**src/bounded_list_insert_remove_top_macros.svh**
```systemverilog
// Assertion macros for the bounded list RTL, used by the request sequencer.
`ifndef BOUNDED_LIST_INSERT_REMOVE_TOP_MACROS_SVH
`define BOUNDED_LIST_INSERT_REMOVE_TOP_MACROS_SVH

// Same-cycle implication, checked outside reset.
`define BLI_ASSERT_NOW(label, clk, rst, pre, post, msg) \
   label: assert property (@(posedge clk) disable iff (rst) (pre) |-> (post)) else $error(msg);

// Next-cycle implication, checked outside reset.
`define BLI_ASSERT_NEXT(label, clk, rst, pre, post, msg) \
   label: assert property (@(posedge clk) disable iff (rst) (pre) |=> (post)) else $error(msg);

`endif

```
**src/bli_pkg.sv**
```systemverilog
// Types, codes and helpers shared by the bounded list modules.
package bli_pkg;

   localparam int ENTRIES_W = 5;
   localparam int TALLY_W   = 16;
   localparam int VALUE_W   = 32;

   localparam logic [TALLY_W-1:0] TALLY_MAX = {TALLY_W{1'b1}};

   typedef enum logic [0:0] {
      OP_INSERT = 1'b0,
      OP_REMOVE = 1'b1
   } op_type;

   typedef enum logic [1:0] {
      ST_INSERTED  = 2'd0,
      ST_FULL      = 2'd1,
      ST_REMOVED   = 2'd2,
      ST_NOT_FOUND = 2'd3
   } status_type;

   typedef struct packed {
      op_type             operation;
      logic [VALUE_W-1:0] item_value;
   } req_type;

   typedef struct packed {
      status_type           status;
      logic [ENTRIES_W-1:0] entries_held;
      logic [TALLY_W-1:0]   inserts_total;
      logic [TALLY_W-1:0]   removals_total;
   } rsp_type;

   function automatic logic [TALLY_W-1:0] bump_tally(input logic [TALLY_W-1:0] t);
      bump_tally = (t == TALLY_MAX) ? t : t + 1'b1;
   endfunction

endpackage

```
**src/bounded_list_insert_remove_top.sv**
```systemverilog
// Top level of the bounded list with append and compacting remove.
//
//   Channel   Direction  Handshake          Payload
//   req_      in         req_valid/stall    req_data  (bli_pkg::req_type)
//   rsp_      out        rsp_valid/stall    rsp_data  (bli_pkg::rsp_type)
//
// An insert's response goes through the sequencer's done state and then the output register.
// A remove scans the filled entries through the single read port of the slot memory, one
// per cycle, and the compacting shift streams on from the match through the same port
// while writing one entry down per cycle. Its response goes through the done state and
// then the output register once the scan, and on a match the shift, has ended.
// Reset is synchronous and clears the occupancy, the tallies and all handshake state;
// the slot memory is not cleared, and only filled entries are ever read.
// A new request is accepted while an earlier response still waits under rsp_stall; the
// sequencer then holds its finished response until the output register frees.
module bounded_list_insert_remove_top import bli_pkg::*; #(
   parameter int SLOTS = 16
) (
   input  logic    clock,
   input  logic    reset,
   input  logic    req_valid,
   input  req_type req_data,
   output logic    req_stall,
   output logic    rsp_valid,
   output rsp_type rsp_data,
   input  logic    rsp_stall
);

   localparam int IW = $clog2(SLOTS);

   // Memory port signals between the sequencer and the slot memory.
   logic               wr_en;
   logic [IW-1:0]      wr_addr;
   logic [VALUE_W-1:0] wr_data;
   logic               rd_en;
   logic [IW-1:0]      rd_addr;
   logic [VALUE_W-1:0] rd_data;

   // Finished response from the sequencer and the output register state.
   logic    done;
   rsp_type result;
   logic    out_free;
   logic    rsp_valid_ff, rsp_valid_in;
   rsp_type rsp_data_ff, rsp_data_in;

   bli_ctrl #(
      .SLOTS (SLOTS)
   ) u_ctrl (
      .clock     (clock),
      .reset     (reset),
      .req_valid (req_valid),
      .req_data  (req_data),
      .req_stall (req_stall),
      .out_free  (out_free),
      .done      (done),
      .result    (result),
      .wr_en     (wr_en),
      .wr_addr   (wr_addr),
      .wr_data   (wr_data),
      .rd_en     (rd_en),
      .rd_addr   (rd_addr),
      .rd_data   (rd_data)
   );

   bli_slot_ram #(
      .SLOTS (SLOTS)
   ) u_ram (
      .clock   (clock),
      .wr_en   (wr_en),
      .wr_addr (wr_addr),
      .wr_data (wr_data),
      .rd_en   (rd_en),
      .rd_addr (rd_addr),
      .rd_data (rd_data)
   );

   // The output register can take a new response when it is empty or being drained.
   assign out_free = !rsp_valid_ff || !rsp_stall;

   always_comb begin
      rsp_valid_in = rsp_valid_ff;
      rsp_data_in  = rsp_data_ff;
      if (done && out_free) begin
         rsp_valid_in = 1'b1;
         rsp_data_in  = result;
      end else if (!rsp_stall) begin
         rsp_valid_in = 1'b0;
      end
   end

   always_ff @(posedge clock) begin
      if (reset) begin
         rsp_valid_ff <= 1'b0;
      end else begin
         rsp_valid_ff <= rsp_valid_in;
      end
      rsp_data_ff <= rsp_data_in;
   end

   assign rsp_valid = rsp_valid_ff;
   assign rsp_data  = rsp_data_ff;

endmodule

```
**src/bli_slot_ram.sv**
```systemverilog
// Slot memory: one write port and one read port with registered read data.
module bli_slot_ram import bli_pkg::*; #(
   parameter int SLOTS = 16,
   parameter int IW    = $clog2(SLOTS)
) (
   input  logic               clock,
   input  logic               wr_en,
   input  logic [IW-1:0]      wr_addr,
   input  logic [VALUE_W-1:0] wr_data,
   input  logic               rd_en,
   input  logic [IW-1:0]      rd_addr,
   output logic [VALUE_W-1:0] rd_data
);

   logic [VALUE_W-1:0] mem [SLOTS];
   logic [VALUE_W-1:0] rd_data_ff;

   always_ff @(posedge clock) begin
      if (wr_en) begin
         mem[wr_addr] <= wr_data;
      end
   end

   always_ff @(posedge clock) begin
      if (rd_en) begin
         rd_data_ff <= mem[rd_addr];
      end
   end

   assign rd_data = rd_data_ff;

endmodule

```
**src/bli_ctrl.sv**
```systemverilog
// Request sequencer: append, search scan, compacting shift and tallies.
`include "bounded_list_insert_remove_top_macros.svh"
module bli_ctrl import bli_pkg::*; #(
   parameter int SLOTS = 16,
   parameter int IW    = $clog2(SLOTS),
   parameter int CW    = $clog2(SLOTS + 1)
) (
   input  logic               clock,
   input  logic               reset,
   input  logic               req_valid,
   input  req_type            req_data,
   output logic               req_stall,
   input  logic               out_free,
   output logic               done,
   output rsp_type            result,
   output logic               wr_en,
   output logic [IW-1:0]      wr_addr,
   output logic [VALUE_W-1:0] wr_data,
   output logic               rd_en,
   output logic [IW-1:0]      rd_addr,
   input  logic [VALUE_W-1:0] rd_data
);

   typedef enum logic [1:0] {
      S_IDLE,
      S_SEARCH,
      S_SHIFT,
      S_DONE
   } state_type;

   localparam logic [CW-1:0] SLOTS_C = CW'(SLOTS);

   state_type          state_ff, state_in;
   logic [CW-1:0]      fill_ff, fill_in;
   logic [TALLY_W-1:0] ins_ff, ins_in;
   logic [TALLY_W-1:0] rem_ff, rem_in;
   logic [VALUE_W-1:0] value_ff, value_in;
   logic [CW-1:0]      rd_ptr_ff, rd_ptr_in;
   logic               dvalid_ff, dvalid_in;
   logic [IW-1:0]      daddr_ff, daddr_in;
   status_type         status_ff, status_in;
   logic               issue;
   logic [CW+ENTRIES_W-1:0] fill_wide;

   // A read is issued each cycle while unread filled entries remain.
   assign issue = (rd_ptr_ff < fill_ff);

   always_comb begin
      state_in  = state_ff;
      fill_in   = fill_ff;
      ins_in    = ins_ff;
      rem_in    = rem_ff;
      value_in  = value_ff;
      rd_ptr_in = rd_ptr_ff;
      dvalid_in = dvalid_ff;
      daddr_in  = daddr_ff;
      status_in = status_ff;
      wr_en     = 1'b0;
      wr_addr   = daddr_ff - 1'b1;
      wr_data   = rd_data;
      rd_en     = 1'b0;
      rd_addr   = rd_ptr_ff[IW-1:0];
      done      = 1'b0;
      unique case (state_ff)
         S_IDLE: begin
            if (req_valid) begin
               value_in  = req_data.item_value;
               rd_ptr_in = '0;
               dvalid_in = 1'b0;
               if (req_data.operation == OP_INSERT) begin
                  if (fill_ff < SLOTS_C) begin
                     wr_en     = 1'b1;
                     wr_addr   = fill_ff[IW-1:0];
                     wr_data   = req_data.item_value;
                     fill_in   = fill_ff + 1'b1;
                     ins_in    = bump_tally(ins_ff);
                     status_in = ST_INSERTED;
                  end else begin
                     status_in = ST_FULL;
                  end
                  state_in = S_DONE;
               end else begin
                  state_in = S_SEARCH;
               end
            end
         end
         S_SEARCH: begin
            rd_en     = issue;
            dvalid_in = issue;
            daddr_in  = rd_ptr_ff[IW-1:0];
            if (issue) begin
               rd_ptr_in = rd_ptr_ff + 1'b1;
            end
            if (dvalid_ff && (rd_data == value_ff)) begin
               state_in = S_SHIFT;
            end else if (!dvalid_ff && !issue) begin
               status_in = ST_NOT_FOUND;
               state_in  = S_DONE;
            end
         end
         S_SHIFT: begin
            rd_en     = issue;
            dvalid_in = issue;
            daddr_in  = rd_ptr_ff[IW-1:0];
            if (issue) begin
               rd_ptr_in = rd_ptr_ff + 1'b1;
            end
            if (dvalid_ff) begin
               // Entry read last cycle moves down one place.
               wr_en = 1'b1;
            end else begin
               fill_in   = fill_ff - 1'b1;
               rem_in    = bump_tally(rem_ff);
               status_in = ST_REMOVED;
               state_in  = S_DONE;
            end
         end
         S_DONE: begin
            done = 1'b1;
            if (out_free) begin
               state_in = S_IDLE;
            end
         end
         default: begin
            state_in = S_IDLE;
         end
      endcase
   end

   always_ff @(posedge clock) begin
      if (reset) begin
         state_ff  <= S_IDLE;
         fill_ff   <= '0;
         ins_ff    <= '0;
         rem_ff    <= '0;
         rd_ptr_ff <= '0;
         dvalid_ff <= 1'b0;
      end else begin
         state_ff  <= state_in;
         fill_ff   <= fill_in;
         ins_ff    <= ins_in;
         rem_ff    <= rem_in;
         rd_ptr_ff <= rd_ptr_in;
         dvalid_ff <= dvalid_in;
      end
      value_ff  <= value_in;
      daddr_ff  <= daddr_in;
      status_ff <= status_in;
   end

   assign req_stall = (state_ff != S_IDLE);

   assign fill_wide             = {{ENTRIES_W{1'b0}}, fill_ff};
   assign result.status         = status_ff;
   assign result.entries_held   = fill_wide[ENTRIES_W-1:0];
   assign result.inserts_total  = ins_ff;
   assign result.removals_total = rem_ff;

   `BLI_ASSERT_NOW(a_fill_bound, clock, reset, 1'b1, fill_ff <= SLOTS_C, "fill count exceeds slots")
   `BLI_ASSERT_NOW(a_shift_below_fill, clock, reset, (state_ff == S_SHIFT) && wr_en, {1'b0, wr_addr} < fill_ff, "shift writes past the filled entries")
   `BLI_ASSERT_NEXT(a_remove_drops_one, clock, reset, (state_ff == S_SHIFT) && !dvalid_ff, fill_ff == $past(fill_ff) - 1'b1, "removal did not drop one entry")
   `BLI_ASSERT_NOW(a_write_in_idle_is_insert, clock, reset, wr_en && (state_ff == S_IDLE), req_valid && (req_data.operation == OP_INSERT), "stray memory write")

endmodule

```
**config.mk**
```make
export PLATFORM = sky130hd
export DESIGN_NAME = bounded_list_insert_remove_top
export DESIGN_NICKNAME = d
export VERILOG_FILES = /design/src/bli_pkg.sv /design/src/bounded_list_insert_remove_top.sv /design/src/bli_slot_ram.sv /design/src/bli_ctrl.sv
export VERILOG_INCLUDE_DIRS = /design/src /design/src/src
export SDC_FILE = /design/constraint.sdc
export NUM_CORES = 1
export LEC_CHECK = 0
export BUFFER_PORTS_ARGS = -buffer_cell sky130_fd_sc_hd__buf_2
export CORE_MARGIN = 2
export CORE_UTILIZATION = 56
export DETAILED_ROUTE_END_ITERATION = 6
export PLACE_DENSITY = 0.76
export SYNTH_ARGS = -nofsm -noshare
export SYNTH_HDL_FRONTEND = slang
export SYNTH_HIERARCHICAL = 1
export SYNTH_SLANG_ARGS = --single-unit
```
**constraint.sdc**
```tcl
create_clock -name clock -period 4.8 [get_ports clock]
set_input_delay 0.48 -clock clock [delete_from_list [all_inputs] [get_ports clock]]
set_output_delay 0.48 -clock clock [all_outputs]
set_load 0.02 [all_outputs]
```
**Yosys cells after proc, flatten, opt, wreduce, memory -nomap -nowiden**

Memories as Yosys holds them, arrays and structs flattened. A register that Yosys moved wholly into a read port is not among the register bits.
Index checks and enable logic that the tools add are counted.

- Add/subtract/negate cells: 6
- Magnitude comparators: 2
- Eq/ne operators: 16
- Multiplexer cells: 42
- Bitwise operators: 4
- Reductions and logical operators: 22

Operator list:

| cell | number |
|---|---|
| $mux W32 | 4 |
| $add A16 B1 Y16 const B | 2 |
| $eq A16 B16 Y1 const B | 2 |
| $eq A32 B32 Y1 | 1 |
| $mux W5 | 6 |
| $mux W2 | 10 |
| $pmux W5 S2 | 2 |
| $mux W4 | 4 |
| $mux W1 | 12 |
| $add A5 B1 Y5 const B | 2 |
| $ne A2 B2 Y1 const B | 5 |
| $reduce_and A5 Y1 | 2 |
| $ne A2 B1 Y1 const B | 4 |
| $pmux W2 S4 | 1 |
| $pmux W2 S3 | 1 |
| $reduce_and A3 Y1 | 2 |
| $reduce_and A6 Y1 | 1 |
| $reduce_bool A2 Y1 | 3 |
| $lt A5 B5 Y1 | 1 |
| $lt A5 B5 Y1 const B | 1 |
| $sub A5 B1 Y5 const B | 1 |
| $eq A2 B2 Y1 const B | 2 |
| $logic_not A1 Y1 | 4 |
| $not A1 Y1 | 4 |
| 11 further kinds | 15 |

- Flip-flop bits (word level): 123
- Bits in writable memories: 512
- Bits of input ports: 37
- Output and inout bits: 41
- Logic and storage cells: 107
- Memories: 1

Memories:

| name | words | bits a word | rd ports | clocked after memory_dff | wr ports | RTL line | text |
|---|---|---|---|---|---|---|---|
| u_ram.mem | 16 | 32 | 1 | 1 | 1 | bli_slot_ram.sv:15 | `logic [VALUE_W-1:0] mem [SLOTS];` |

**Longest topological paths before layout**

- Depth after elaboration: 7
- Depth in mapped cells: 10

**Modules after synthesis**

Netlist, hierarchy kept.

Modules (own cells, without submodules):

| module | instances | cells each | area an instance (um^2) | sequential area each (um^2) |
|---|---|---|---|---|
| bli_slot_ram | 1 | 838 | 20,155.6 | 16,335.7 |
| bli_ctrl | 1 | 488 | 4,484.3 | 2,042.0 |
| bounded_list_insert_remove_top | 1 | 44 | 1,209.9 | 1,191.1 |

**Worst setup path before layout**

No wires, ideal clock.

- Kind: register -> register
- From: reg u_ctrl.state_ff[0]
- To: mem u_ram.mem[0][0], enable pin
- Setup time: 461 ps
- Arrival: 4,225 ps
- Data required time: 4,339 ps
- Setup slack: 114 ps
- Cell stages (with the launch flop): 11
- Path buffers: 3
- Period minus slack after synthesis: 4,686 ps
- Cells stage by stage: dfxtp_1 -> inv_1 -> ha_1 -> buf_6 -> nand2_2 -> or3_1 -> buf_6 -> clkbuf_1 -> nand2_1 -> or3b_2 -> nor3_1

- Longest elaborated chain between the ends: 4

Ends and longest elaborated chain:

| what | RTL line | text |
|---|---|---|
| start, declared | bli_ctrl.sv:33 | `state_type state_ff, state_in;` |
| start signal, assigned | bli_ctrl.sv:139 | `state_ff <= state_in;` |
| $eq A2 B2 Y1 / $logic_not A2 Y1 (equally long branches) | bli_ctrl.sv:64 | `unique case (state_ff)` |
| $pmux W1 S2 * | bli_ctrl.sv:64 |  |
| net wr_en | bounded_list_insert_remove_top.sv:32 | `logic wr_en;` |
| $mux W1 * | bli_slot_ram.sv:19 | `if (wr_en) begin` |
| $mux W1 (not written as such) * | bli_slot_ram.sv:20 | `mem[wr_addr] <= wr_data;` |
| end, declared | bli_slot_ram.sv:15 |  |

Mark *: on every way through the listed nets, which the timed path passes. The rest lies on a longest branch.

**Worst setup path after layout**

- From: reg u_ctrl.state_ff[1]
- To: mem u_ram.mem[11][28], enable pin

RTL lines:

| what | RTL line | text |
|---|---|---|
| $logic_not A2 Y1 | bli_ctrl.sv:64 |  |
| $mux W4 | bli_ctrl.sv:64 |  |
| net wr_addr[1] | bounded_list_insert_remove_top.sv:33 | `logic [IW-1:0] wr_addr;` |

The timed path passes the listed nets, and every way through them passes these cells.

==> results.py <==
metrics = {
    "critical_path": {
        "path_class": "reg -> reg",
        "required_ns": 5.09,
        "critPathMaxFanout": 19,
        "crit_path_start_kind": "register",
        "end_kind": "register",
        "cp.arrival_ns": 3.76,
    },
    "power_and_ir_drop": {
        "power_mw": 16.0,
        "peakVddDrop_mv": 0.462,
        "leakagePower_nw": 9.45,
        "power_density_nw_per_um2": 550,
    },
    "synth": {
        "synth_seq_cells": 667,
        "synth_cell_types": 55,
        "synth_area_leaders": "edfxtp_1 (72%), mux4_2 (11%), dfxtp_1 (3.6%), nand2_1 (2.1%), a22oi_1 (1.9%)",
        "ys_seq_area_share_pct": 75.7,
        "ys_warn_count": 6,
        "synth_edf_count": 621,
        "avgSynthCellArea_um2": 18.9,
        "syn_inst": 1370,
        "synth-main-ff-cell": "edfxtp_1",
        "yosys.area.top_type_share_pct": 72.1,
        "postSynth.asyncResetShare_pct": 0,
        "syn_area_um2": 25800,
        "synth_top_area_cell": "edfxtp_1",
        "syn-num-nets": 1424,
    },
    "timing": {
        "final.period_utilization_pct": 72.3,
        "max_freq_mhz": 288,
        "fin_worst_skew_ns": 0.0285,
        "whs_ns": 0.0655,
        "finalSetupViolations": 0,
        "tightest_slew_ns": 0.909,
        "period_needed_ns": 3.47,
        "setup_ws_ns": 1.33,
        "slew_violations": 0,
        "slew_headroom_pct": 39.2,
        "finalSetupTns_ns": 0,
        "rsz0062_at_grt": "false",
        "report.final.hold_viol_count": 0,
    },
    "hold_path": {
        "hold_class": "in -> reg",
    },
    "routing": {
        "routed_wl_mm": 56.4,
        "drt_iter0_markers": 1689,
        "dr.pass1.iters": 7,
        "drc": 0,
        "vias": 13300,
        "final_antenna_net_count": 0,
        "via_per_inst": 6.26,
        "wl_per_cell_um": 26.5,
    },
    "clocking": {
        "cts.clk_slew.worst_paths_ns": 0.06,
        "root_buffer": "clkbuf_16",
        "clkLatencyLatePin_ns": 0.62,
        "h-tree-depth": 3,
        "cts_buffers": 67,
        "cts_resized": 0,
        "cts_num_sinks": 667,
        "postCtsHoldBufs": 0,
        "cts_setup_buffers": 0,
        "cts_tree": "done",
        "cts_buffer_depth": 3,
    },
    "floorplan": {
        "dieArea_um2": 47900,
        "start_util_pct": 56.8,
        "die_h_um": 219,
        "io_pins": 78,
        "core-area_um2": 45500,
        "fp.dieW_um": 219,
        "rows": 78,
    },
    "placement": {
        "place_inst": 2010,
        "place_ws_ns": 1.35,
        "hpwlAfterDp_mm": 35.0,
        "portBuffers": 77,
        "postPlaceCellArea_um2": 27000,
        "routabilityCongestion": 0.830,
    },
    "cells_and_area": {
        "drive_above_1_share_pct": 24.1,
        "nets": 1533,
        "fillers": 3054,
        "syn2layout_area_growth_pct": 12.8,
        "diodes": 0,
        "fin_util_pct": 64.1,
        "final_cells": 2130,
        "final_cell_area_um2": 29100,
    },
    "global_routing": {
        "antenna_found_initial": 0,
        "grt_overflow": 0,
        "grt_max_degree": 60,
        "grt_pass1_vias": 12900,
        "track_usage_pct": 24.3,
        "grt_first_pass_wirelength_mm": 83.9,
    },
    "run_status": {
        "status": "finished clean",
    },
    "job": {
        "drv_cap": 0,
    },
}
-- cells in the final DEF, fill, tap and decap left out, types with 3 or more instances in the layout --
master / synthesis / routed
inv_16: 0 / 3
nor2_4: 0 / 13
and2_2: 0 / 3
and4_1: 6 / 6
nor3_2: 0 / 4
a22oi_1: 64 / 64
or3_1: 7 / 6
bufinv_16: 0 / 5
buf_2: 8 / 77
nand2b_1: 3 / 3
o21ai_0: 9 / 9
mux4_2: 128 / 128
nor2b_1: 6 / 4
nor4_1: 6 / 6
edfxtp_1: 621 / 621
nand2_1: 145 / 145
inv_1: 15 / 14
a31oi_1: 3 / 3
clkbuf_1: 26 / 20
a21oi_1: 20 / 20
xnor2_1: 14 / 14
clkbuf_16: 0 / 67
dfxtp_1: 46 / 44
xor2_1: 51 / 51
nor3_1: 10 / 6
clkinv_1: 0 / 9
nand3_1: 18 / 18
nor2_1: 63 / 50
and3_1: 7 / 7
buf_4: 13 / 24
ha_1: 16 / 16
clkinv_2: 0 / 9
nand4_1: 10 / 10
mux2i_1: 3 / 3
-- worst paths after layout --
check | slack, ns | cells after the start | from | endpoint
max reg2reg | 1.33 | 9 | u_ctrl/state_ff[1] | u_ram/mem[11][28]
min reg2reg | 0.45 | 0 | u_ctrl/status_ff[0] | rsp_data[37]
min | 0.07 | 1 | req_data[0] | u_ctrl/value_ff[0]
max | 1.33 | 9 | u_ctrl/state_ff[1] | u_ram/mem[11][28]
-- state kept, by name, indices dropped and copies added (netlist names) --
register	flops
u_ctrl/fill_ff	5
rsp_data	39
rsp_valid	1
u_ctrl/status_ff	2
u_ram/rd_data	32
u_ctrl/rd_ptr_ff	5
u_ram/mem	512
u_ctrl/value_ff	32
u_ctrl/dvalid_ff	1
u_ctrl/ins_ff	16
u_ctrl/state_ff	2
u_ctrl/rem_ff	16
u_ctrl/daddr_ff	4
-- routing by layer --
| layer | part of all wire [%] | wire (µm) | up-vias | track usage [%] |
|---|---|---|---|---|
| li1 | - | - | 5659 | - |
| met2 | 46 | 25800 | 727 | 35.5 |
| met5 | 0 | 0 | - | 0 |
| met1 | 41 | 23300 | 6869 | 37.2 |
| met4 | 2.1 | 1180 | 0 | 6.22 |
| met3 | 11 | 6130 | 79 | 6.08 |
-- cell families after synthesis --
| kind of cell | Yosys count | synth area share (%) |
|---|---|---|
| XOR/XNOR | 65 | 2.20 |
| buffers and inverters | 80 | 1.49 |
| flip-flops | 667 | 75.7 |
| multiplexers | 132 | 11.3 |
| adder cells (fa/ha/maj) | 17 | 0.852 |
| AO/OA/AOI/OAI | 112 | 3.16 |
| AND/OR/NAND/NOR | 297 | 5.29 |
-- where the power goes --
| part | total [mW] | internal, mW | switching (mW) |
|---|---|---|---|
| Combinational | 3.23 | 1.09 | 2.14 |
| Clock | 5.04 | 2.89 | 2.15 |
| Sequential | 7.75 | 7.50 | 0.258 |
-- layout make-up --
type	instances	area, µm²	share of cell area (%)
tap	600	751	2.58
clock buffer	87	1750	6.01
inverter	17	66.3	0.227
clock inverter	33	364	1.25
timing repair buffer	103	606	2.08
sequential	667	19600	67.2
multi-input combinational	623	6030	20.7
-- Yosys cell counts (2+ instances only) --
cell and n:
edfxtp_1 621, nand2_1 145, mux4_2 128, a22oi_1 64, nor2_1 63, xor2_1 51
dfxtp_1 46, clkbuf_1 26, a21oi_1 20, nand3_1 18, ha_1 16, inv_1 15
xnor2_1 14, buf_1 13, buf_4 13, nand4_1 10, nor3_1 10, o21ai_0 9
buf_2 8, and3_1 7, or3_1 7, and4_1 6, nor2b_1 6, nor4_1 6
and2_1 4, a31oi_1 3, buf_6 3, mux2i_1 3, nand2b_1 3, a21boi_0 2
a21o_1 2, a21oi_2 2, nand2_2 2, nand3b_1 2, o221ai_2 2
-- critical path, cell delays in order, from the launching register on --
cell	delay [ns]
dfxtp_1	0.34
inv_1	0.13
ha_1	0.38
nand2_2	0.12
or3_2	0.58
a21oi_1	0.22
buf_4	0.18
nand2_1	0.25
nor2_4	0.60
buf_4	0.35
Note: power is estimated with default switching activity, not from simulation.
